==> src/design/lru_cache_delayed_promotion_defines.svh <==
// assertion macros shared by the cache block
`ifndef LRU_CACHE_DELAYED_PROMOTION_DEFINES_SVH
`define LRU_CACHE_DELAYED_PROMOTION_DEFINES_SVH

// same-cycle implication, disabled during reset
`define LCDP_ASSERT_IMPL(label, clk, rst, ante, cons) \
  label: assert property (@(posedge clk) disable iff (rst) (ante) |-> (cons)) \
    else $error("lcdp check failed");

// next-cycle implication, disabled during reset
`define LCDP_ASSERT_NEXT(label, clk, rst, ante, cons) \
  label: assert property (@(posedge clk) disable iff (rst) (ante) |=> (cons)) \
    else $error("lcdp check failed");

`endif

==> src/design/lcdp_pkg.sv <==
// types, codes and sizes shared by the cache block
`default_nettype none
package lcdp_pkg;
  localparam int ENTRIES   = 32;
  localparam int IDX_W     = $clog2(ENTRIES);
  localparam int KEY_W     = 64;
  localparam int SIZE_W    = 24;
  localparam int STAMP_W   = 64;
  localparam int DATA_W    = 32;
  localparam int META_W    = 5;
  localparam int CFG_IDX_W = 2;
  localparam int NEED_W    = SIZE_W + 1;

  localparam logic [CFG_IDX_W-1:0] REG_DELAY    = 2'd0;
  localparam logic [CFG_IDX_W-1:0] REG_CAPACITY = 2'd1;
  localparam logic [CFG_IDX_W-1:0] REG_METADATA = 2'd2;

  localparam logic ACT_GET    = 1'b0;
  localparam logic ACT_REMOVE = 1'b1;

  localparam logic KIND_NOTICE = 1'b0;
  localparam logic KIND_FINAL  = 1'b1;

  localparam logic [2:0] CELL_HOLD  = 3'd0;
  localparam logic [2:0] CELL_PREV  = 3'd1;
  localparam logic [2:0] CELL_NEXT  = 3'd2;
  localparam logic [2:0] CELL_LOAD  = 3'd3;
  localparam logic [2:0] CELL_CLEAR = 3'd4;

  typedef struct packed {
    logic              action;
    logic [KEY_W-1:0]  object_key;
    logic [SIZE_W-1:0] object_size;
  } req_t;

  typedef struct packed {
    logic             result_kind;
    logic             found;
    logic [KEY_W-1:0] evicted_key;
    logic             last;
  } rsp_t;

  typedef struct packed {
    logic               valid;
    logic [KEY_W-1:0]   key;
    logic [SIZE_W-1:0]  bytes;
    logic [STAMP_W-1:0] stamp;
  } entry_t;

  typedef struct packed {
    logic [2:0] op;
  } cell_ctl_t;
endpackage
`default_nettype wire

==> src/design/lcdp_cell.sv <==
// one recency slot of the cache chain: holds an entry and compares its key
`default_nettype none
module lcdp_cell import lcdp_pkg::*; (
  input  wire logic             clk,
  input  wire logic             rst,
  input  wire cell_ctl_t        ctl,
  input  wire entry_t           prev_entry,
  input  wire entry_t           next_entry,
  input  wire entry_t           load_entry,
  input  wire logic [KEY_W-1:0] lookup_key,
  output entry_t                entry,
  output logic                  match
);
  always_ff @(posedge clk) begin
    if (rst) begin
      entry.valid <= 1'b0;
    end else begin
      case (ctl.op)
        CELL_PREV:  entry <= prev_entry;
        CELL_NEXT:  entry <= next_entry;
        CELL_LOAD:  entry <= load_entry;
        CELL_CLEAR: entry.valid <= 1'b0;
        default:    entry <= entry;
      endcase
    end
  end

  assign match = entry.valid && (entry.key == lookup_key);
endmodule
`default_nettype wire

==> config.mk <==
export PLATFORM = sky130hd
export DESIGN_NAME = lcdp_cell
export DESIGN_NICKNAME = d
export VERILOG_FILES = /design/src/design/lru_cache_delayed_promotion_defines.svh /design/src/design/lcdp_pkg.sv /design/src/design/lcdp_cell.sv
export SDC_FILE = /design/constraint.sdc
export NUM_CORES = 1
export LEC_CHECK = 0
export BUFFER_PORTS_ARGS = -buffer_cell sky130_fd_sc_hd__buf_2
export CAP_MARGIN = 30
export CORE_AREA = 5 5 266 268
export CTS_BUF_LIST = sky130_fd_sc_hd__clkbuf_8
export DETAILED_ROUTE_END_ITERATION = 10
export DIE_AREA = 0 0 271 273
export PLACE_DENSITY = 0.45
export REMOVE_ABC_BUFFERS = 1
export SKIP_CTS_REPAIR_TIMING = 1
export SYNTH_ARGS = -nofsm -noshare
export SYNTH_HDL_FRONTEND = slang
export SYNTH_SLANG_ARGS = --single-unit
==> constraint.sdc <==
create_clock -name clk -period 23.1 [get_ports clk]
set_input_delay 4.62 -clock clk [delete_from_list [all_inputs] [get_ports clk]]
set_output_delay 4.62 -clock clk [all_outputs]
set_load 0.01 [all_outputs]
==> qor.csv, run 1 <==
stage,metric,value,unit
logic_synthesis,synth_fa_ha_area_frac,0,
timing,tns,0,ns
cts,cts_made_buffers,17,
logic_synthesis,synth.area.mux_share,0.179,
pwr,p_sw_frac,0.289,
cells_and_area,fin_cells,2310,
global_route,met3_usage,0.0430,
cts,clock_sink_count,153,
pwr,power.internal,510,uW
logic_synthesis,synth_cells,758,
logic_synthesis,synthXorXnorAreaFrac,0.0635,
logic_synthesis,ys_async_sr_fraction,0,
logic_synthesis,synth_compound_area_frac,0.0939,
timing,rsz0062_at_grt,no,
cells_and_area,largestRegisters,entry x153,
global_route,grt_use_met2,0.172,
global_route,grt_first_pass_wirelength,54500,um
logic_synthesis,synth_seq_area_share,0.536,
die,dieWidth,271,um
cells_and_area,drive_above_1_share,0.507,
cts,clk_latency,0.52,ns
routing,wirelength,39000,um
timing,min_period_over_period,0.478,
placed_design,port_buffers,681,
logic_synthesis,synth_edf_count,152,
critical_path,cp-end-kind,primary output,
routing,first_iter_violations,300,
cts,clockBufferDepth,2,
cts,cts_tree,done,
pwr,p_sw,207,uW
die,std_cell_rows,96,
routing,routed-via-count,8211,
logic_synthesis,synth_ff_type,edfxtp_1,
placed_design,place_congestion,1.01,
timing,worst_slack,12.06,ns
critical_path,max_stage_delay,0.56,ns
hold_path,worstHoldPathType,flop to flop,
timing,fin_crit,11.04,ns
routing,drc,0,
critical_path,cp_slowest_cell,nor4_2,
routing,drt_pass1_iterations,4,
logic_synthesis,synth_top_family_by_area,multiplexers,
logic_synthesis,postSynthAreaPerCell,11.3,um2
logic_synthesis,ys_types,26,
cells_and_area,syn2layout_area_growth,54.7,%
timing,skew,0,ns
routing,vias_per_cell,3.55,
timing,setup_viol,0,
logic_synthesis,synth_simple_gate_area_frac,0.0870,
die,initial_utilization,0.125,
pwr,p_clk_frac,0.313,
timing,final-max-slew-violation-count,0,
die,fp.dieH,273,um
pwr,p_per_area,54.3,nW/um2
critical_path,crit_path_max_fanout,1,
cells_and_area,layout_common_cells,"680 x buf_2, 153 x mux2i_1, 152 x nand2_1, 152 x edfxtp_1, 131 x o21ai_0",
critical_path,r2r_cells,1,
global_route,grt_max_degree,145,
global_route,antenna_found_initial,5,
pwr,p_leak,0.00608,uW
global_route,track_usage,0.0997,
die,ios,682,
timing,relSlewSlack,0.395,
cts,h-tree-depth,4,
critical_path,worst-setup-path-type,primary input to primary output,
cells_and_area,largest_reg_flops,153,
global_route,grt_use_met1,0.104,
critical_path,worstPathArrival,6.42,ns
global_route,busiest_layer,met2,
hold_path,holdPathStages,1,
cells_and_area,fin_nets,1942,
critical_path,cp_cell_sequence,"buf_2, xnor2_1, nand4_1, nor4_2, nand3_1, nor4_2, buf_2",
timing,hold-worst-slack,0.647,ns
pwr,vdd_drop_max,0.0321,mV
timing,fmax,0.0906,GHz
placed_design,place_inst,2277,
critical_path,crit_required,18.48,ns
pwr,power.share.sequential,0.475,
die,dieArea,74000,um2
pwr,combinationalPowerShare,0.212,
cts,clockRootBuffer,clkbuf_8,
cells_and_area,final_common_cell,buf_2,
cts,path_clk_slew,0.10,ns
timing,worst_slew_pin_slew,0.907,ns
critical_path,cp-start-kind,primary input,
routing,wire_per_inst,16.9,um
status,outcome,completed,
global_route,first_global_vias,8876,
routing,ant_nets,0,
logic_synthesis,syn_area,8550,um2
logic_synthesis,synth_warnings,0,
timing,hold_violations,0,
logic_synthesis,synth_seq_cells,153,
flow_run,cap_viol_max_count,0,
global_route,grt_overflow,0,
cells_and_area,largest_register,entry,
placed_design,pre_cts_ws,11.82,ns
placed_design,dp_hpwl,32700,um
die,core,68100,um2
path summary, 6_finish.rpt:
| check | startpoint | to | slack [ns] |
|---|---|---|---|
| setup / recovery | lookup_key[34] | match | 12.06 |
| hold / removal | entry[152] | entry[152] | 0.65 |
| setup reg to reg | entry[152] | entry[152] | 22.35 |
| hold reg to reg | entry[152] | entry[152] | 0.65 |
metal layers:
| layer | part of all wire | vias up |
|---|---|---|
| li1 | - | 4066 |
| met1 | 0.37 | 3653 |
| met2 | 0.49 | 430 |
| met3 | 0.096 | 56 |
| met4 | 0.038 | 6 |
| met5 | 0.0010 | - |
stage by stage:
stage	power, uW	instance area [um2]	utilization
2_1_floorplan	413	8210	-
3_3_place_gp	502	12800	0.188
3_5_place_dp	503	12800	0.188
4_1_cts	740	13200	0.194
5_1_grt	764	13200	0.194
6_report	717	13200	0.194
cells in the mapped netlist, types with 3 or more instances:
library cell | count | area [um2]
nand4_1 | 13 | 81.3
clkbuf_1 | 14 | 52.6
xor2_1 | 9 | 78.8
nand2_1 | 152 | 571
buf_2 | 18 | 90.1
buf_6 | 13 | 146
xnor2_1 | 53 | 464
mux2i_1 | 153 | 1530
edfxtp_1 | 152 | 4560
o21ai_0 | 131 | 656
o21ai_1 | 21 | 105
buf_4 | 6 | 45.0
a21oi_1 | 3 | 15.0
nor2_1 | 3 | 11.3
critical path: cells and delay by family:
family	cells	cell delay, ns
AND/OR/NAND/NOR	4	1.34
buffers and inverters	2	0.28
XOR/XNOR	1	0.19
kinds of logic after synthesis:
family	count (synthesis)
buf+inv	53
mux	153
xor+xnor	62
flops	153
compound gates	158
simple gates	179
cell type report:
cell class / count / area (um2)
fillers: 7632 / 54900
well taps: 882 / 1100
diodes: 2 / 5.00
repair buffers: 688 / 3480
multi-input cells: 552 / 3630
flip-flops and latches: 153 / 4580
clock buffers: 17 / 234
clock inverters: 14 / 169
inverters: 2 / 7.51
power groups by stage:
stage | clock (uW) | sequential (uW) | combinational, uW
6_report | 224 | 341 | 152
5_1_grt | 253 | 343 | 169
4_1_cts | 242 | 341 | 156
3_5_place_dp | 0 | 347 | 156
3_3_place_gp | 0 | 347 | 155
2_1_floorplan | 0 | 359 | 54.0
Note: power is estimated with default switching activity, not from simulation.
==> inputs of run 2 (changes only) <==
--- a/config.mk
+++ b/config.mk
@@ -7,11 +7,11 @@
 export LEC_CHECK = 0
 export BUFFER_PORTS_ARGS = -buffer_cell sky130_fd_sc_hd__buf_2
 export CAP_MARGIN = 30
-export CORE_AREA = 5 5 266 268
+export CORE_AREA = 5 5 260 262
 export CTS_BUF_LIST = sky130_fd_sc_hd__clkbuf_8
 export DETAILED_ROUTE_END_ITERATION = 10
-export DIE_AREA = 0 0 271 273
-export PLACE_DENSITY = 0.45
+export DIE_AREA = 0 0 265 267
+export PLACE_DENSITY = 0.46
 export REMOVE_ABC_BUFFERS = 1
 export SKIP_CTS_REPAIR_TIMING = 1
 export SYNTH_ARGS = -nofsm -noshare
==> constraint.sdc (replaced) <==
create_clock -name clk -period 11.5 [get_ports clk]
set_input_delay 2.3 -clock clk [delete_from_list [all_inputs] [get_ports clk]]
set_output_delay 2.3 -clock clk [all_outputs]
set_load 0.01 [all_outputs]
==> run 2 against run 1 <==
Cell area decreased by 0.20%. Sequential share of layout area increased by 0.069 points. Worst setup slack got worse by 7.0 ns. Critical path type unchanged. Largest cell class unchanged. Largest power group unchanged.
==> qor.csv, run 2 (synthesis gave the netlist of run 1 again) <==
stage,metric,value,unit,change
status,outcome,completed,,
timing,fmax,0.154,GHz,
critical_path,r2r_cells,1,,unchanged
pwr,p_per_area,107,nW/um2,+98%
die,ios,682,,unchanged
global_route,grt_overflow,0,,unchanged
global_route,antenna_found_initial,6,,+1
critical_path,cp_slowest_cell,nand4_1,,
placed_design,dp_hpwl,31700,um,-3.0%
cells_and_area,drive_above_1_share,0.508,,+0.000690
global_route,first_global_vias,8528,,-3.9%
cells_and_area,fin_nets,1944,,+0.10%
timing,hold_violations,0,,unchanged
cells_and_area,syn2layout_area_growth,54.4,%,
cts,path_clk_slew,0.10,ns,about the same
critical_path,worstPathArrival,4.17,ns,-2.25 ns
routing,first_iter_violations,306,,+2.0%
cts,cts_made_buffers,17,,unchanged
placed_design,port_buffers,681,,unchanged
flow_run,cap_viol_max_count,0,,unchanged
timing,min_period_over_period,0.563,,
pwr,vdd_drop_max,0.0711,mV,+120%
pwr,p_sw,413,uW,+99%
cells_and_area,multi_input_area,3630,um2,unchanged
cells_and_area,largest_register,entry,,
cts,clk_latency,0.52,ns,about the same
critical_path,cp-end-kind,primary output,,
critical_path,crit_required,9.20,ns,-9.28 ns
routing,wirelength,37600,um,-3.4%
critical_path,max_stage_delay,0.44,ns,-0.12 ns
routing,routed-via-count,8188,,-0.28%
cts,clockRootBuffer,clkbuf_8,,
timing,fin_crit,6.47,ns,
critical_path,rr_startpoint,entry[152],,
routing,ant_nets,0,,unchanged
hold_path,min_from,entry[152],,
timing,hold-worst-slack,0.660,ns,+0.0124 ns
cells_and_area,largestRegisters,entry x153,,
placed_design,place_congestion,0.953,,-5.4%
global_route,track_usage,0.0996,,-0.000166
cells_and_area,nFillCells,7254,,-5.0%
pwr,combinationalPowerShare,0.214,,+0.002
timing,final-max-slew-violation-count,0,,unchanged
timing,rsz0062_at_grt,no,,
timing,setup_viol,0,,unchanged
pwr,p_sw_frac,0.292,,+0.00278
global_route,grt_first_pass_wirelength,52300,um,-4.1%
timing,worst_slew_pin_slew,0.908,ns,+0.00100 ns
pwr,p_leak,0.00607,uW,-0.21%
die,initial_utilization,0.131,,+0.00568
pwr,total_power,1410,uW,+97%
cells_and_area,regArea,4580,um2,unchanged
pwr,power.share.sequential,0.484,,+0.009
cells_and_area,layout_common_cells,"680 x buf_2, 153 x mux2i_1, 152 x nand2_1, 152 x edfxtp_1, 131 x o21ai_0",,
critical_path,r2r_end,entry[152],,
cts,h-tree-depth,4,,unchanged
die,dieArea,70800,um2,-4.4%
critical_path,crit_path_frequent_cell,buf_2,,
cts,clock_sink_count,153,,unchanged
die,std_cell_rows,94,,-2.1%
critical_path,worst-r2r-setup-slack,10.74,ns,-11.61 ns
critical_path,cp-start-kind,primary input,,
routing,vias_per_cell,3.57,,+0.33%
hold_path,min_delay_worst_endpoint,entry[152],,
timing,skew,0,ns,unchanged
cells_and_area,final_common_cell,buf_2,,
cts,cts_tree,done,,
cells_and_area,largest_reg_flops,153,,unchanged
pwr,power.internal,1000,uW,+96%
routing,drt_pass1_iterations,4,,unchanged
routing,wire_per_inst,16.4,um,-2.8%
hold_path,worstHoldPathType,flop to flop,,
die,dieWidth,265,um,-2.2%
global_route,grt_max_degree,148,,+2.1%
critical_path,crit_path_max_fanout,1,,unchanged
hold_path,holdPathStages,1,,unchanged
timing,relSlewSlack,0.395,,-0.000667
critical_path,worst-setup-path-type,primary input to primary output,,
cts,clockBufferDepth,2,,unchanged
pwr,p_clk_frac,0.301,,-0.012
critical_path,cp_cell_sequence,"buf_2, xnor2_1, nand4_1, nor4_1, nand3_1, nor4_2, buf_2",,
routing,drc,0,,unchanged
die,fp.dieH,267,um,-2.2%
die,core,65200,um2,-4.3%
[run 2: cell types whose count changed in the layout (fill, tap and decap cells not counted)]
| cell | before | now |
|---|---|---|
| clkinvlp_4 | 1 | 5 |
| clkinv_4 | 2 | 0 |
| bufinv_16 | 3 | 2 |
| diode_2 | 2 | 4 |
| buf_4 | 6 | 8 |
| clkbuf_8 | 17 | 18 |
| clkinv_2 | 3 | 2 |
| buf_8 | 1 | 0 |
[run 2: power groups by stage]
stage	logic, uW	clock network, uW	registers, uW
floorplan	108	0	720
global placement	308	0	699
detailed placement	309	0	699
CTS	310	463	687
global route	336	482	690
finish	303	427	685
[run 2: worst max-delay path by stage]
stage	start	to	slack [ns]	cells after the start
final	lookup_key[46]	match	5.03	7
after global routing	lookup_key[46]	match	4.75	7
after CTS	lookup_key[37]	match	4.85	7
after detailed placement	lookup_key[37]	match	4.86	7
after global placement	lookup_key[37]	match	4.89	7
after floorplan	ctl[2]	entry[0]	-2.12	1
[run 2: metal layers]
layer	vias up	part of all wire	track usage
li1	4079	-	-
met1	3627	0.38	0.108
met2	445	0.51	0.180
met3	35	0.094	0.0356
met4	2	0.019	0.0352
met5	-	0.00032	0
[run 2: cell type report]
type / instances / area share
antenna: 4 / 0.000759
clock buffer: 17 / 0.0177
clock inverter: 14 / 0.0111
inverter: 2 / 0.000569
multi-input combinational: 552 / 0.275
sequential: 153 / 0.347
tap: 864 / 0.0819
timing repair buffer: 690 / 0.265
[run 2: through the flow]
step / setup TNS [ns] / setup slack, ns / instances / util / cell area (um2)
2_1_floorplan: -322.89 / -2.12 / 707 / - / 8210
4_1_cts: 0 / 4.85 / 2292 / 0.202 / 13200
3_5_place_dp: 0 / 4.86 / 2261 / 0.196 / 12800
6_report: 0 / 5.03 / 2296 / 0.202 / 13200
5_1_grt: 0 / 4.75 / 2294 / 0.202 / 13200
3_3_place_gp: 0 / 4.89 / 2261 / 0.196 / 12800
[run 2: worst max-delay path: cells and delay by family]
family | cells | cell delay (ns)
buf+inv | 2 | 0.33
xor+xnor | 1 | 0.20
simple gates | 4 | 1.34
